--- src/rtl/scadc_pkg.sv ---
// Shared types and constants for the skin conductance block.
// No dependencies; imported by every module under rtl.
package scadc_pkg;

  localparam int SAMPLE_W  = 16;
  localparam int VALUE_W   = 26;
  localparam int COND_W    = 16;
  localparam int SCALE_W   = 10;
  localparam int DIV_STEPS = VALUE_W;
  localparam int CNT_W     = $clog2(DIV_STEPS);
  localparam int CFG_IDX_W = 1;

  localparam logic [SAMPLE_W-1:0] CUTOFF_RESET = 16'hF3C0;
  localparam logic [VALUE_W-1:0]  SPIKE_RESET  = 26'd21000;
  localparam logic [SCALE_W-1:0]  SCALE        = 10'd1000;
  localparam logic [SAMPLE_W:0]   FULL_SCALE   = 17'h10000;
  localparam logic [COND_W-1:0]   COND_MAX     = 16'hFFFF;

  localparam logic [CFG_IDX_W-1:0] REG_ADC_CUTOFF  = 1'b0;
  localparam logic [CFG_IDX_W-1:0] REG_SPIKE_LIMIT = 1'b1;

  typedef struct packed {
    logic load;      // capture the sample and classify it
    logic mul;       // form 1000 * numerator and clear the remainder
    logic div_step;  // one restoring division step
    logic diff;      // register the distance from the last value
    logic finish;    // write the result beat and update the state
  } dp_cmd_t;

  typedef struct packed {
    logic special;   // open contact or zero sample, no division needed
    logic out_free;  // output register can take a new beat
  } dp_status_t;

endpackage

--- src/rtl/scadc_ctrl.sv ---
// Controller state machine: sequences load, multiply, division steps,
// spike test and result write. Depends on scadc_pkg.
module scadc_ctrl import scadc_pkg::*; (
  input  logic       clk,
  input  logic       rst,
  input  logic       in_valid,
  output logic       in_ready,
  input  dp_status_t status,
  output dp_cmd_t    cmd
);

  localparam logic [2:0] S_IDLE = 3'd0;
  localparam logic [2:0] S_MUL  = 3'd1;
  localparam logic [2:0] S_DIV  = 3'd2;
  localparam logic [2:0] S_DIFF = 3'd3;
  localparam logic [2:0] S_FIN  = 3'd4;

  logic [2:0]       state;
  logic [2:0]       state_next;
  logic [CNT_W-1:0] count;
  logic [CNT_W-1:0] count_next;

  always_comb begin
    state_next = state;
    count_next = count;
    cmd        = '0;
    in_ready   = 1'b0;
    unique case (state)
      S_IDLE: begin
        in_ready = 1'b1;
        if (in_valid) begin
          cmd.load   = 1'b1;
          state_next = S_MUL;
        end
      end
      S_MUL: begin
        cmd.mul = 1'b1;
        if (status.special) begin
          state_next = S_FIN;
        end else begin
          count_next = CNT_W'(DIV_STEPS - 1);
          state_next = S_DIV;
        end
      end
      S_DIV: begin
        cmd.div_step = 1'b1;
        count_next   = count - 1'b1;
        if (count == '0) begin
          state_next = S_DIFF;
        end
      end
      S_DIFF: begin
        cmd.diff   = 1'b1;
        state_next = S_FIN;
      end
      S_FIN: begin
        if (status.out_free) begin
          cmd.finish = 1'b1;
          state_next = S_IDLE;
        end
      end
      default: begin
        state_next = S_IDLE;
      end
    endcase
  end

  always_ff @(posedge clk) begin
    if (rst) begin
      state <= S_IDLE;
      count <= '0;
    end else begin
      state <= state_next;
      count <= count_next;
    end
  end

endmodule

--- src/rtl/scadc_dp.sv ---
// Datapath: configuration registers, scale multiply, restoring divider,
// spike filter state and the output register. Depends on scadc_pkg.
module scadc_dp import scadc_pkg::*; (
  input  logic                 clk,
  input  logic                 rst,
  input  logic                 cfg_we,
  input  logic [CFG_IDX_W-1:0] cfg_index,
  input  logic [VALUE_W-1:0]   cfg_data,
  input  logic [SAMPLE_W-1:0]  adc_sample,
  input  dp_cmd_t              cmd,
  output dp_status_t           status,
  input  logic                 out_ready,
  output logic                 out_valid,
  output logic [COND_W-1:0]    conductance,
  output logic                 spike_rejected,
  output logic                 out_of_range
);

  logic [SAMPLE_W-1:0] adc_cutoff;
  logic [VALUE_W-1:0]  spike_limit;
  logic [VALUE_W-1:0]  last_accepted;

  logic [SAMPLE_W-1:0] sample;
  logic                is_oor;
  logic                is_zero;
  logic [VALUE_W-1:0]  quot;
  logic [SAMPLE_W-1:0] rem;
  logic [VALUE_W-1:0]  gap;

  logic [SAMPLE_W:0]   twice;
  logic [SAMPLE_W-1:0] numer;
  logic [SAMPLE_W:0]   rem_shift;
  logic [SAMPLE_W:0]   rem_sub;
  logic                fits;
  logic                spike;
  logic [VALUE_W-1:0]  shown;
  logic [COND_W-1:0]   shown_sat;

  // A doubled sample at or past full scale gives a zero numerator.
  assign twice = {sample, 1'b0};
  assign numer = twice[SAMPLE_W] ? '0 : SAMPLE_W'(FULL_SCALE - twice);

  assign rem_shift = {rem, quot[VALUE_W-1]};
  assign rem_sub   = rem_shift - {1'b0, sample};
  assign fits      = (rem_shift >= {1'b0, sample});

  assign spike     = (gap > spike_limit);
  assign shown     = spike ? last_accepted : quot;
  assign shown_sat = (|shown[VALUE_W-1:COND_W]) ? COND_MAX : shown[COND_W-1:0];

  assign status.special  = is_oor | is_zero;
  assign status.out_free = !out_valid || out_ready;

  always_ff @(posedge clk) begin
    if (rst) begin
      adc_cutoff  <= CUTOFF_RESET;
      spike_limit <= SPIKE_RESET;
    end else if (cfg_we) begin
      unique case (cfg_index)
        REG_ADC_CUTOFF:  adc_cutoff  <= cfg_data[SAMPLE_W-1:0];
        REG_SPIKE_LIMIT: spike_limit <= cfg_data;
        default: ;
      endcase
    end
  end

  always_ff @(posedge clk) begin
    if (cmd.load) begin
      sample  <= adc_sample;
      is_oor  <= (adc_sample >= adc_cutoff);
      is_zero <= (adc_sample == '0);
    end
    if (cmd.mul) begin
      quot <= VALUE_W'(numer) * VALUE_W'(SCALE);
      rem  <= '0;
    end
    if (cmd.div_step) begin
      quot <= {quot[VALUE_W-2:0], fits};
      rem  <= fits ? rem_sub[SAMPLE_W-1:0] : rem_shift[SAMPLE_W-1:0];
    end
    if (cmd.diff) begin
      gap <= (quot >= last_accepted) ? (quot - last_accepted) : (last_accepted - quot);
    end
  end

  always_ff @(posedge clk) begin
    if (rst) begin
      last_accepted <= '0;
      out_valid     <= 1'b0;
    end else begin
      if (out_valid && out_ready) begin
        out_valid <= 1'b0;
      end
      if (cmd.finish) begin
        out_valid <= 1'b1;
        if (!is_oor && !is_zero && !spike) begin
          last_accepted <= quot;
        end
      end
    end
  end

  always_ff @(posedge clk) begin
    if (cmd.finish) begin
      if (is_oor) begin
        conductance    <= '0;
        spike_rejected <= 1'b0;
        out_of_range   <= 1'b1;
      end else if (is_zero) begin
        conductance    <= COND_MAX;
        spike_rejected <= 1'b0;
        out_of_range   <= 1'b0;
      end else begin
        conductance    <= shown_sat;
        spike_rejected <= spike;
        out_of_range   <= 1'b0;
      end
    end
  end

endmodule

--- src/rtl/skin_conductance_from_adc_top.sv ---
// Channel   Signals                                       Direction
// in        in_valid, in_ready, adc_sample                 into block
// out       out_valid, out_ready, conductance,             out of block
//           spike_rejected, out_of_range
// cfg       cfg_we, cfg_index, cfg_data                    into block
//
// A regular sample passes from accept to result through load, multiply,
// 26 steps of the one-bit-per-cycle restoring divider, spike distance, write.
// Open contact and zero samples skip the divider and the spike distance step.
// Reset restores the register defaults and clears the last accepted value.
// A result waiting in the output register stalls only the final write step.
// Top level of the skin conductance block. Depends on scadc_pkg,
// scadc_ctrl and scadc_dp.
module skin_conductance_from_adc_top import scadc_pkg::*; (
  input  logic                 clk,
  input  logic                 rst,
  input  logic                 in_valid,
  output logic                 in_ready,
  input  logic [SAMPLE_W-1:0]  adc_sample,
  output logic                 out_valid,
  input  logic                 out_ready,
  output logic [COND_W-1:0]    conductance,
  output logic                 spike_rejected,
  output logic                 out_of_range,
  input  logic                 cfg_we,
  input  logic [CFG_IDX_W-1:0] cfg_index,
  input  logic [VALUE_W-1:0]   cfg_data
);

  dp_cmd_t    cmd;
  dp_status_t status;

  scadc_ctrl u_ctrl (
    .clk      (clk),
    .rst      (rst),
    .in_valid (in_valid),
    .in_ready (in_ready),
    .status   (status),
    .cmd      (cmd)
  );

  scadc_dp u_dp (
    .clk            (clk),
    .rst            (rst),
    .cfg_we         (cfg_we),
    .cfg_index      (cfg_index),
    .cfg_data       (cfg_data),
    .adc_sample     (adc_sample),
    .cmd            (cmd),
    .status         (status),
    .out_ready      (out_ready),
    .out_valid      (out_valid),
    .conductance    (conductance),
    .spike_rejected (spike_rejected),
    .out_of_range   (out_of_range)
  );

endmodule
--- config.mk ---
export PLATFORM = sky130hd
export DESIGN_NAME = skin_conductance_from_adc_top
export DESIGN_NICKNAME = d
export VERILOG_FILES = /design/src/rtl/scadc_pkg.sv /design/src/rtl/scadc_ctrl.sv /design/src/rtl/scadc_dp.sv /design/src/rtl/skin_conductance_from_adc_top.sv
export SDC_FILE = /design/constraint.sdc
export NUM_CORES = 1
export LEC_CHECK = 0
export ABC_AREA = 1
export BUFFER_PORTS_ARGS = -buffer_cell sky130_fd_sc_hd__buf_2
export CAP_MARGIN = 20
export CORE_ASPECT_RATIO = 0.9
export CORE_MARGIN = 4
export CORE_UTILIZATION = 50
export CTS_BUF_LIST = sky130_fd_sc_hd__clkbuf_16
export DETAILED_ROUTE_END_ITERATION = 6
export HOLD_SLACK_MARGIN = 0.1
export PLACE_DENSITY = 0.7
export SLEW_MARGIN = 20
export SYNTH_ARGS = -nofsm -noshare
export SYNTH_HDL_FRONTEND = slang
export SYNTH_SLANG_ARGS = --single-unit
--- constraint.sdc ---
create_clock -name clk -period 6.55 [get_ports clk]
set_clock_uncertainty 0.15 [all_clocks]
set_input_delay 0.655 -clock clk [delete_from_list [all_inputs] [get_ports clk]]
set_output_delay 0.655 -clock clk [all_outputs]
set_load 0.02 [all_outputs]
==> impl_metrics.csv, run 1 <==
group,metric,value,unit
critical_path,crit_path_max_fanout,6,
clock_network,clock_tree_from_tritoncts,"yes",
sta,final_critical_path_setup_slack,582,ps
floorplan,initial_utilization,50.7,%
yosys,ys_async_sr_fraction,0,%
sta,fin_hold_ws,286,ps
floorplan,floorplan.core_area,29900,um^2
grt,groute.layer.met3.usage,3.41,%
sta,post-route-min-period,5970,ps
clock_network,tritoncts.num_buffers,17,
sta,max_freq,168,MHz
critical_path,critical_path_required,6580,ps
yosys,yosysUniqueCellTypes,50,
floorplan,row_count,60,
clock_network,cts_setup_buffers,0,
floorplan,die_height,173,um
grt,pin_count_of_the_biggest_net_entering_global_routing,46,
yosys,synthFlopType,"sky130_fd_sc_hd__edfxtp_1",
placed_design,place_ws,539,ps
routing,totalWireLength,39300,um
sta,number_of_endpoints_failing_setup_at_the_final_stage,0,
clock_network,ctsHoldBuffers,0,
worst_hold_path,hold_path.class,"in -> reg",
grt,gr-total-overflow,0,
cells_and_area,instances_no_fill,2395,
yosys,post-synth-top-count-cell,"sky130_fd_sc_hd__nand2_1",
critical_path,worstSetupEndpointType,"flop",
cells_and_area,antenna_cells,0,
clock_network,clkSlewWorstSetupHoldPaths,80,ps
grt,grt_antenna_before_repair,1,
yosys,synth_top_cells_by_area,"sky130_fd_sc_hd__edfxtp_1, sky130_fd_sc_hd__ha_1, sky130_fd_sc_hd__dfxtp_1",
floorplan,io-pin-count,68,
yosys,ys_warn_count,0,
routing,vias_per_std_cell,5.40,
cells_and_area,filler_cell_count,2896,
sta,timing.max_slew.rel_slack,30.0,%
cells_and_area,drive_above_1_share,8.58,%
yosys,seq_area_frac_synth,30.8,%
cells_and_area,areaGrowthSynthToFinish,7.31,%
grt,gr-usage-all-layers,23.7,%
cells_and_area,multi_input_gate_area_in_the_final_layout,9050,um^2
cells_and_area,final_nets,2242,
placed_design,detailed_place_hpwl,31400,um
clock_network,htreeDepth,4,
yosys,post_synth_instance_area,15100,um^2
critical_path,critPathKind,"reg -> reg",
grt,gr-usage-met1,35.7,%
sta,finalHoldViolCount,0,
grt,most_used_routing_layer,"met2",
critical_path,timing.critical_path.from_type,"flop",
placed_design,gp_congestion,0.954,
yosys,ys_ff_latch,181,
yosys,synth-edff-count,104,
yosys,synthesis.instances,1948,
clock_network,cts.sink_count,181,
placed_design,cells_after_dpl,2363,
power_and_ir_drop,leakage,7.51,nW
routing,routed-via-count,12922,
critical_path,critical_path_arrival,5990,ps
cells_and_area,register_area,4660,um^2
floorplan,die_ar,33100,um^2
routing,drc,0,
yosys,synth_top_area_cell,"sky130_fd_sc_hd__edfxtp_1",
yosys,syn_area_per_cell,7.77,um^2
flow_run,cap_viol_max_count,0,
run_status,outcome,"completed",
yosys,synth_nets,2211,
placed_design,buffer_ports.inserted,67,
routing,drt.antenna.violating_nets,0,
grt,grt_pass1_vias,12177,
power_and_ir_drop,worst_vdd_drop,176,uV
yosys,post-synth-top-area-fraction,20.6,%
routing,dr.pass1.iters,7,
clock_network,ctsLongestPathBuffers,2,
clock_network,cts_root_buf,"sky130_fd_sc_hd__clkbuf_16",
sta,rsz0062_at_grt,"no",
clock_network,clock_latency,450,ps
floorplan,chipWidth,191,um
sta,setup-tns-final,0,ps
sta,maxSlewViolCount,0,
power_and_ir_drop,cellPowerDensity,299,nW/um^2
routing,avgRoutedWirePerCell,16.4,um
yosys,synth_commonest_cells,"sky130_fd_sc_hd__nand2_1, sky130_fd_sc_hd__inv_1, sky130_fd_sc_hd__a21oi_1",
grt,grt_first_pass_wirelength,63400,um
sta,tightest_slew,1050,ps
sta,final.period_utilization,91.1,%
grt,met2_usage,36.3,%
routing,drtIter0Drc,920,
==> layout make-up <==
class                   count  share of cell area, %
flip-flops and latches    181                   28.7
clock inverters            14                  0.762
multi-input cells        1421                   55.7
clock buffers              18                   2.77
inverters                 283                   6.54
repair buffers             75                   2.43
well taps                 403                   3.10
==> worst max-delay path, cell delays in order (launching register included) <==
cell and delay (ps):
sky130_fd_sc_hd__edfxtp_1 440, sky130_fd_sc_hd__inv_1 110, sky130_fd_sc_hd__ha_1 170, sky130_fd_sc_hd__nand2_1 70, sky130_fd_sc_hd__nor2_1 160, sky130_fd_sc_hd__nand3_1 130, sky130_fd_sc_hd__inv_2 80, sky130_fd_sc_hd__nand3_1 80
sky130_fd_sc_hd__inv_1 110, sky130_fd_sc_hd__a21oi_1 60, sky130_fd_sc_hd__nor3_1 320, sky130_fd_sc_hd__inv_1 250, sky130_fd_sc_hd__fa_1 620, sky130_fd_sc_hd__fa_1 440, sky130_fd_sc_hd__fa_1 510, sky130_fd_sc_hd__fa_1 520
sky130_fd_sc_hd__inv_1 40, sky130_fd_sc_hd__ha_1 360, sky130_fd_sc_hd__a21oi_1 280, sky130_fd_sc_hd__o21ai_0 150, sky130_fd_sc_hd__nor2_1 140, sky130_fd_sc_hd__nand2_1 70, sky130_fd_sc_hd__or2_2 270, sky130_fd_sc_hd__nand3_1 60
sky130_fd_sc_hd__o21ai_0 90
==> layer usage <==
layer	share of wire, %	vias up
met5	0	-
met4	1.4	0
met3	6.3	40
met2	43	370
met1	49	6051
li1	-	6461
==> placed cells by master (no fill, tap or decap), types with 3 or more instances in the layout <==
cell type / count
sky130_fd_sc_hd__o21ai_0: 125
sky130_fd_sc_hd__a21o_1: 13
sky130_fd_sc_hd__nand4_1: 27
sky130_fd_sc_hd__clkinv_1: 5
sky130_fd_sc_hd__clkbuf_16: 18
sky130_fd_sc_hd__nand2_1: 406
sky130_fd_sc_hd__a31oi_1: 5
sky130_fd_sc_hd__or2_2: 12
sky130_fd_sc_hd__a21oi_1: 190
sky130_fd_sc_hd__dfxtp_1: 77
sky130_fd_sc_hd__o21ai_2: 4
sky130_fd_sc_hd__edfxtp_1: 104
sky130_fd_sc_hd__ha_1: 166
sky130_fd_sc_hd__o21a_1: 6
sky130_fd_sc_hd__buf_2: 67
sky130_fd_sc_hd__nor4_1: 10
sky130_fd_sc_hd__o21bai_1: 7
sky130_fd_sc_hd__xnor2_1: 22
sky130_fd_sc_hd__xor2_1: 39
sky130_fd_sc_hd__fa_1: 49
sky130_fd_sc_hd__nor3_2: 4
sky130_fd_sc_hd__o211ai_1: 15
sky130_fd_sc_hd__inv_2: 6
sky130_fd_sc_hd__nor2_4: 6
sky130_fd_sc_hd__nand2_4: 6
sky130_fd_sc_hd__buf_4: 8
sky130_fd_sc_hd__nor2_2: 5
sky130_fd_sc_hd__nor2_1: 150
sky130_fd_sc_hd__nand3_1: 105
sky130_fd_sc_hd__nor3_1: 13
sky130_fd_sc_hd__clkinv_8: 3
sky130_fd_sc_hd__inv_1: 276
sky130_fd_sc_hd__nand2_2: 16
==> kinds of logic (layout without fill, tap and decap cells) <==
| kind of cell | count (synthesis) | count (layout) | share of synthesized area, % |
|---|---|---|---|
| flops | 181 | 181 | 30.8 |
| buf+inv | 346 | 390 | 9.60 |
| fa+ha+maj | 215 | 215 | 20.2 |
| simple gates | 768 | 768 | 22.4 |
| xor+xnor | 61 | 61 | 3.53 |
| compound gates | 377 | 377 | 13.5 |
==> worst paths after layout <==
check                                   startpoint                               end  slack, ps  cells after the start
setup / recovery          u_dp.sample[1]$_DFFE_PP_           u_dp.quot[21]$_DFFE_PP_        580                     24
hold / removal                       adc_sample[8]          u_dp.sample[8]$_DFFE_PP_        290                      1
setup reg to reg          u_dp.sample[1]$_DFFE_PP_           u_dp.quot[21]$_DFFE_PP_        580                     24
hold reg to reg   u_dp.spike_limit[2]$_SDFFE_PP0P_  u_dp.spike_limit[2]$_SDFFE_PP0P_        310                      2
==> where the power goes <==
part           total (mW)  internal [mW]  switching [mW]
logic                2.36          0.827            1.54
registers            1.48           1.38          0.0978
clock network        1.02          0.519           0.499
total                4.86           2.73            2.13
==> stage by stage <==
stage	util [%]	area [um^2]	power, mW
after CTS	54.4	16200	4.85
after detailed placement	52.4	15700	3.83
final	54.4	16300	4.86
after floorplan	-	15100	3.27
after global routing	54.4	16300	5.26
after global placement	52.4	15700	3.80
==> registers in the layout, indices dropped and copies added, names as in the netlist <==
signal / flops
u_ctrl.count: 5
u_ctrl.state: 3
u_dp.adc_cutoff: 16
u_dp.conductance: 16
u_dp.gap: 26
u_dp.is_oor: 1
u_dp.is_zero: 1
u_dp.last_accepted: 26
u_dp.out_of_range: 1
u_dp.out_valid: 1
u_dp.quot: 26
u_dp.rem: 16
u_dp.sample: 16
u_dp.spike_limit: 26
u_dp.spike_rejected: 1
==> timing repair <==
action,in CTS,in global routing
endpoints found under the hold margin,0,0
setup endpoints to repair,0,1
gates resized for setup,0,1
No activity file was read; power rests on OpenSTA's default activity.
==> run 2, diff against run 1 <==
--- a/config.mk
+++ b/config.mk
@@ -11,7 +11,6 @@
 export CORE_ASPECT_RATIO = 0.9
 export CORE_MARGIN = 4
 export CORE_UTILIZATION = 50
-export CTS_BUF_LIST = sky130_fd_sc_hd__clkbuf_16
 export DETAILED_ROUTE_END_ITERATION = 6
 export HOLD_SLACK_MARGIN = 0.1
 export PLACE_DENSITY = 0.7
==> run 2 against run 1 <==
  * Non-clock buffer count unchanged
  * Fmax about the same
  * Design area about the same
  * Sequential power about the same
  * Clock-buffer cell count up 2
  * Critical endpoint unchanged
  * Largest cell class unchanged
==> impl_metrics.csv, run 2 (synthesis gave the netlist of run 1 again) <==
group,metric,value,unit
sta,timing.max_slew.rel_slack,30.0,%
sta,finalHoldViolCount,0,
routing,drt.antenna.violating_nets,0,
placed_design,detailed_place_hpwl,31400,um
run_status,outcome,"completed",
sta,number_of_endpoints_failing_setup_at_the_final_stage,0,
grt,gr-total-overflow,0,
power_and_ir_drop,leakage,7.51,nW
sta,max_freq,167,MHz
critical_path,timing.critical_path.from_type,"flop",
critical_path,critical_path_arrival,6000,ps
cells_and_area,areaGrowthSynthToFinish,7.38,%
floorplan,floorplan.core_area,29900,um^2
routing,drc,0,
clock_network,cts.sink_count,181,
floorplan,io-pin-count,68,
cells_and_area,commonest_non_fill_non_tap_cell_in_the_layout,"sky130_fd_sc_hd__nand2_1",
cells_and_area,antenna_cells,0,
sta,rsz0062_at_grt,"no",
routing,dr.pass1.iters,5,
cells_and_area,drive_above_1_share,8.63,%
sta,maxSlewViolCount,0,
critical_path,critPathLaunch,"u_dp.sample[1]$_DFFE_PP_",
cells_and_area,instances_no_fill,2395,
sta,final_critical_path_setup_slack,578,ps
grt,pin_count_of_the_biggest_net_entering_global_routing,46,
clock_network,cts_setup_buffers,0,
critical_path,worst_r2r_startpoint,"u_dp.sample[1]$_DFFE_PP_",
grt,grt_pass1_vias,12175,
cells_and_area,most-common-layout-cells,"sky130_fd_sc_hd__nand2_1, sky130_fd_sc_hd__inv_1, sky130_fd_sc_hd__a21oi_1",
routing,drtIter0Drc,962,
routing,routed-via-count,12887,
routing,totalWireLength,39200,um
clock_network,postCtsResizedCells,0,
clock_network,ctsHoldBuffers,0,
worst_hold_path,hold_path.class,"in -> reg",
placed_design,place_ws,539,ps
critical_path,critical_path_required,6580,ps
clock_network,clkSlewWorstSetupHoldPaths,80,ps
floorplan,chipWidth,191,um
routing,vias_per_std_cell,5.38,
sta,setup-tns-final,0,ps
placed_design,gp_congestion,0.954,
clock_network,ctsLongestPathBuffers,2,
sta,final.period_utilization,91.2,%
cells_and_area,final_nets,2242,
floorplan,die_ar,33100,um^2
power_and_ir_drop,cellPowerDensity,300,nW/um^2
critical_path,worstSetupEndpointType,"flop",
routing,avgRoutedWirePerCell,16.4,um
critical_path,crit_path_max_fanout,6,
placed_design,buffer_ports.inserted,67,
grt,grt_antenna_before_repair,1,
clock_network,tritoncts.num_buffers,17,
grt,grt_first_pass_wirelength,63400,um
sta,post-route-min-period,5970,ps
placed_design,cells_after_dpl,2363,
floorplan,die_height,173,um
cells_and_area,multi_input_gate_area_in_the_final_layout,9050,um^2
critical_path,critPathKind,"reg -> reg",
grt,gr-usage-all-layers,23.7,%
floorplan,initial_utilization,50.7,%
worst_hold_path,min_from,"adc_sample[8]",
cells_and_area,register_area,4660,um^2
clock_network,cts_root_buf,"sky130_fd_sc_hd__clkbuf_16",
clock_network,clock_latency,450,ps
clock_network,clock_tree_from_tritoncts,"yes",
cells_and_area,filler_cell_count,2894,
floorplan,row_count,60,
sta,tightest_slew,1050,ps
cells_and_area,fin_area,16300,um^2
power_and_ir_drop,worst_vdd_drop,176,uV
clock_network,htreeDepth,4,
placed_design,place_area,15700,um^2
flow_run,cap_viol_max_count,0,
-- run 2: cell count changes in the layout (fill, tap and decap cells not counted), sizes merged --
cell / before / now
clkinv: 10 / 9
inv: 286 / 285
clkbuf: 18 / 20
-- run 2: path summary, 6_finish.rpt --
check	cells after the start	slack [ps]	endpoint
hold reg to reg	2	310	u_dp.spike_limit[2]$_SDFFE_PP0P_
setup / recovery	24	580	u_dp.quot[21]$_DFFE_PP_
setup reg to reg	24	580	u_dp.quot[21]$_DFFE_PP_
hold / removal	1	290	u_dp.sample[8]$_DFFE_PP_
-- run 2: critical path, cell delays in order (launching register included) --
cell and delay [ps]:
sky130_fd_sc_hd__edfxtp_1 440, sky130_fd_sc_hd__inv_1 110, sky130_fd_sc_hd__ha_1 170, sky130_fd_sc_hd__nand2_1 70
sky130_fd_sc_hd__nor2_1 160, sky130_fd_sc_hd__nand3_1 130, sky130_fd_sc_hd__inv_2 80, sky130_fd_sc_hd__nand3_1 80
sky130_fd_sc_hd__inv_1 110, sky130_fd_sc_hd__a21oi_1 60, sky130_fd_sc_hd__nor3_1 330, sky130_fd_sc_hd__inv_1 250
sky130_fd_sc_hd__fa_1 620, sky130_fd_sc_hd__fa_1 440, sky130_fd_sc_hd__fa_1 510, sky130_fd_sc_hd__fa_1 520
sky130_fd_sc_hd__inv_1 40, sky130_fd_sc_hd__ha_1 360, sky130_fd_sc_hd__a21oi_1 280, sky130_fd_sc_hd__o21ai_0 150
sky130_fd_sc_hd__nor2_1 140, sky130_fd_sc_hd__nand2_1 70, sky130_fd_sc_hd__or2_2 270, sky130_fd_sc_hd__nand3_1 60
sky130_fd_sc_hd__o21ai_0 90
-- run 2: routing by layer --
layer,GRT usage (%),part of all wire (%),vias to the layer above
li1,-,-,6459
met1,35.7,49,6026
met2,36.3,43,364
met3,3.41,6.3,38
met4,5.12,1.5,0
met5,0,0,-
-- run 2: report_power, final --
part / internal [mW] / switching, mW
Combinational: 0.827 / 1.53
Sequential: 1.38 / 0.0977
Clock: 0.533 / 0.500
-- run 2: layout make-up --
class,instances,share of cell area [%]
inverter,283,6.53
clock inverter,12,0.716
timing repair buffer,75,2.43
multi-input combinational,1421,55.7
clock buffer,20,2.88
tap,403,3.10
sequential,181,28.7
-- run 2: stage by stage --
stage	hold WS [ps]	utilization, %	power [mW]
6_report	288	54.4	4.87
5_1_grt	266	54.4	5.27
4_1_cts	267	54.4	4.87
3_5_place_dp	304	52.4	3.83
3_3_place_gp	298	52.4	3.80
2_1_floorplan	274	-	3.27
==> run 3, diff against run 2 <==
--- a/config.mk
+++ b/config.mk
@@ -11,8 +11,10 @@
 export CORE_ASPECT_RATIO = 0.9
 export CORE_MARGIN = 4
 export CORE_UTILIZATION = 50
+export CTS_CLUSTER_SIZE = 16
 export DETAILED_ROUTE_END_ITERATION = 6
 export HOLD_SLACK_MARGIN = 0.1
+export MAX_ROUTING_LAYER = met4
 export PLACE_DENSITY = 0.7
 export SLEW_MARGIN = 20
 export SYNTH_ARGS = -nofsm -noshare
==> run 3 against run 2 <==
  * Clock power about the same
  * Fmax down 0.19%
  * Core utilization about the same
  * Global-route usage up 1.0 points
==> impl_metrics.csv, run 3 (synthesis gave the netlist of run 1 again) <==
group,metric,value,unit
run_status,outcome,"completed",
floorplan,die_ar,33100,um^2
clock_network,clkSlewWorstSetupHoldPaths,80,ps
clock_network,cts_setup_buffers,0,
floorplan,row_count,60,
power_and_ir_drop,cellPowerDensity,298,nW/um^2
floorplan,initial_utilization,50.7,%
power_and_ir_drop,worst_vdd_drop,182,uV
grt,gr-usage-met1,36.8,%
cells_and_area,drive_above_1_share,8.63,%
grt,gr-total-overflow,0,
grt,groute.layer.met3.usage,3.13,%
grt,grt_first_pass_wirelength,64200,um
sta,number_of_endpoints_failing_setup_at_the_final_stage,0,
routing,drc,0,
clock_network,clock_latency,440,ps
cells_and_area,instances_no_fill,2396,
grt,pin_count_of_the_biggest_net_entering_global_routing,46,
cells_and_area,final_nets,2242,
grt,grt_antenna_before_repair,1,
sta,max_freq,167,MHz
routing,dr.pass1.iters,5,
cells_and_area,multi_input_gate_area_in_the_final_layout,9050,um^2
sta,finalHoldViolCount,0,
clock_network,htreeDepth,4,
sta,maxSlewViolCount,0,
placed_design,buffer_ports.inserted,67,
grt,most_used_routing_layer,"met1",
worst_hold_path,hold_path.class,"in -> reg",
floorplan,io-pin-count,68,
sta,final.period_utilization,91.4,%
clock_network,cts_root_buf,"sky130_fd_sc_hd__clkbuf_16",
sta,tightest_slew,1040,ps
flow_run,cap_viol_max_count,0,
grt,grt_pass1_vias,12008,
critical_path,critical_path_arrival,6020,ps
critical_path,worstSetupEndpointType,"flop",
critical_path,timing.critical_path.from_type,"flop",
floorplan,floorplan.core_area,29900,um^2
routing,drt.antenna.violating_nets,0,
cells_and_area,register_area,4660,um^2
clock_network,tritoncts.num_buffers,17,
cells_and_area,filler_cell_count,2891,
routing,vias_per_std_cell,5.41,
placed_design,cells_after_dpl,2363,
critical_path,crit_path_max_fanout,5,
floorplan,chipWidth,191,um
cells_and_area,commonest_non_fill_non_tap_cell_in_the_layout,"sky130_fd_sc_hd__nand2_1",
grt,gr-usage-all-layers,24.7,%
power_and_ir_drop,leakage,7.51,nW
sta,timing.max_slew.rel_slack,30.5,%
clock_network,ctsLongestPathBuffers,2,
sta,setup-tns-final,0,ps
sta,post-route-min-period,5980,ps
critical_path,critical_path_required,6590,ps
floorplan,die_height,173,um
grt,met2_usage,36.7,%
routing,drtIter0Drc,1048,
routing,totalWireLength,39600,um
clock_network,cts.sink_count,181,
placed_design,gp_congestion,0.950,
clock_network,clock_tree_from_tritoncts,"yes",
cells_and_area,areaGrowthSynthToFinish,7.33,%
sta,rsz0062_at_grt,"no",
routing,avgRoutedWirePerCell,16.5,um
cells_and_area,most-common-layout-cells,"sky130_fd_sc_hd__nand2_1, sky130_fd_sc_hd__inv_1, sky130_fd_sc_hd__a21oi_1",
critical_path,critPathKind,"reg -> reg",
routing,routed-via-count,12962,
placed_design,detailed_place_hpwl,31900,um
[run 3: path summary, 6_finish.rpt]
| check | from | end | slack, ps | cells past startpoint |
|---|---|---|---|---|
| worst max-delay path | u_dp.sample[1]$_DFFE_PP_ | u_dp.quot[18]$_DFFE_PP_ | 570 | 20 |
| worst min-delay path | adc_sample[10] | u_dp.sample[10]$_DFFE_PP_ | 280 | 1 |
| worst max register to register | u_dp.sample[1]$_DFFE_PP_ | u_dp.quot[18]$_DFFE_PP_ | 570 | 20 |
| worst min register to register | u_dp.spike_limit[20]$_SDFFE_PP0P_ | u_dp.spike_limit[20]$_SDFFE_PP0P_ | 310 | 2 |
[run 3: area by class of cell]
type,count,area share [%]
antenna,1,0.0154
clock buffer,17,2.62
clock inverter,15,0.916
inverter,283,6.54
multi-input combinational,1421,55.7
sequential,181,28.7
tap,403,3.10
timing repair buffer,75,2.43
[run 3: timing repair]
action                                  4_1_cts  5_1_grt
endpoints found under the setup margin        0        1
resized for setup                             0        1
hold buffers                                  0        0
[run 3: where the power goes]
| part | total (mW) | internal [mW] | leakage [nW] | switching, mW |
|---|---|---|---|---|
| Combinational | 2.35 | 0.826 | 5.63 | 1.52 |
| Clock | 1.02 | 0.534 | 0.276 | 0.485 |
| Sequential | 1.48 | 1.38 | 1.60 | 0.0946 |
| Total | 4.85 | 2.74 | 7.51 | 2.10 |
[run 3: per-stage QoR]
| stage | power (mW) | hold WS (ps) | area, um^2 | util, % | setup slack, ps |
|---|---|---|---|---|---|
| 5_1_grt | 5.25 | 264 | 16300 | 54.4 | 25.6 |
| 6_report | 4.85 | 278 | 16300 | 54.4 | 566 |
| 4_1_cts | 4.85 | 262 | 16200 | 54.4 | 425 |
| 2_1_floorplan | 3.27 | 274 | 15100 | - | 1190 |
| 3_5_place_dp | 3.83 | 301 | 15700 | 52.4 | 448 |
| 3_3_place_gp | 3.81 | 296 | 15700 | 52.4 | 618 |
[run 3: layer usage]
metal,part of all wire [%],vias up
met5,0,-
met4,0.95,0
met3,5.8,26
met2,44,374
met1,50,6093
li1,-,6469
[run 3: critical path: stages (launching register included)]
cell and delay, ps:
sky130_fd_sc_hd__edfxtp_1 430, sky130_fd_sc_hd__nor3_1 260, sky130_fd_sc_hd__nand2_1 120, sky130_fd_sc_hd__nor2_1 140, sky130_fd_sc_hd__a31oi_1 90, sky130_fd_sc_hd__nor3_1 560, sky130_fd_sc_hd__inv_1 280, sky130_fd_sc_hd__fa_1 630
sky130_fd_sc_hd__fa_1 450, sky130_fd_sc_hd__fa_1 510, sky130_fd_sc_hd__fa_1 520, sky130_fd_sc_hd__inv_1 50, sky130_fd_sc_hd__ha_1 340, sky130_fd_sc_hd__a21oi_1 190, sky130_fd_sc_hd__a21boi_0 240, sky130_fd_sc_hd__o21ai_0 230
sky130_fd_sc_hd__nand2_1 110, sky130_fd_sc_hd__nand2_1 60, sky130_fd_sc_hd__or2_2 270, sky130_fd_sc_hd__nand3_1 70, sky130_fd_sc_hd__nand2_1 50
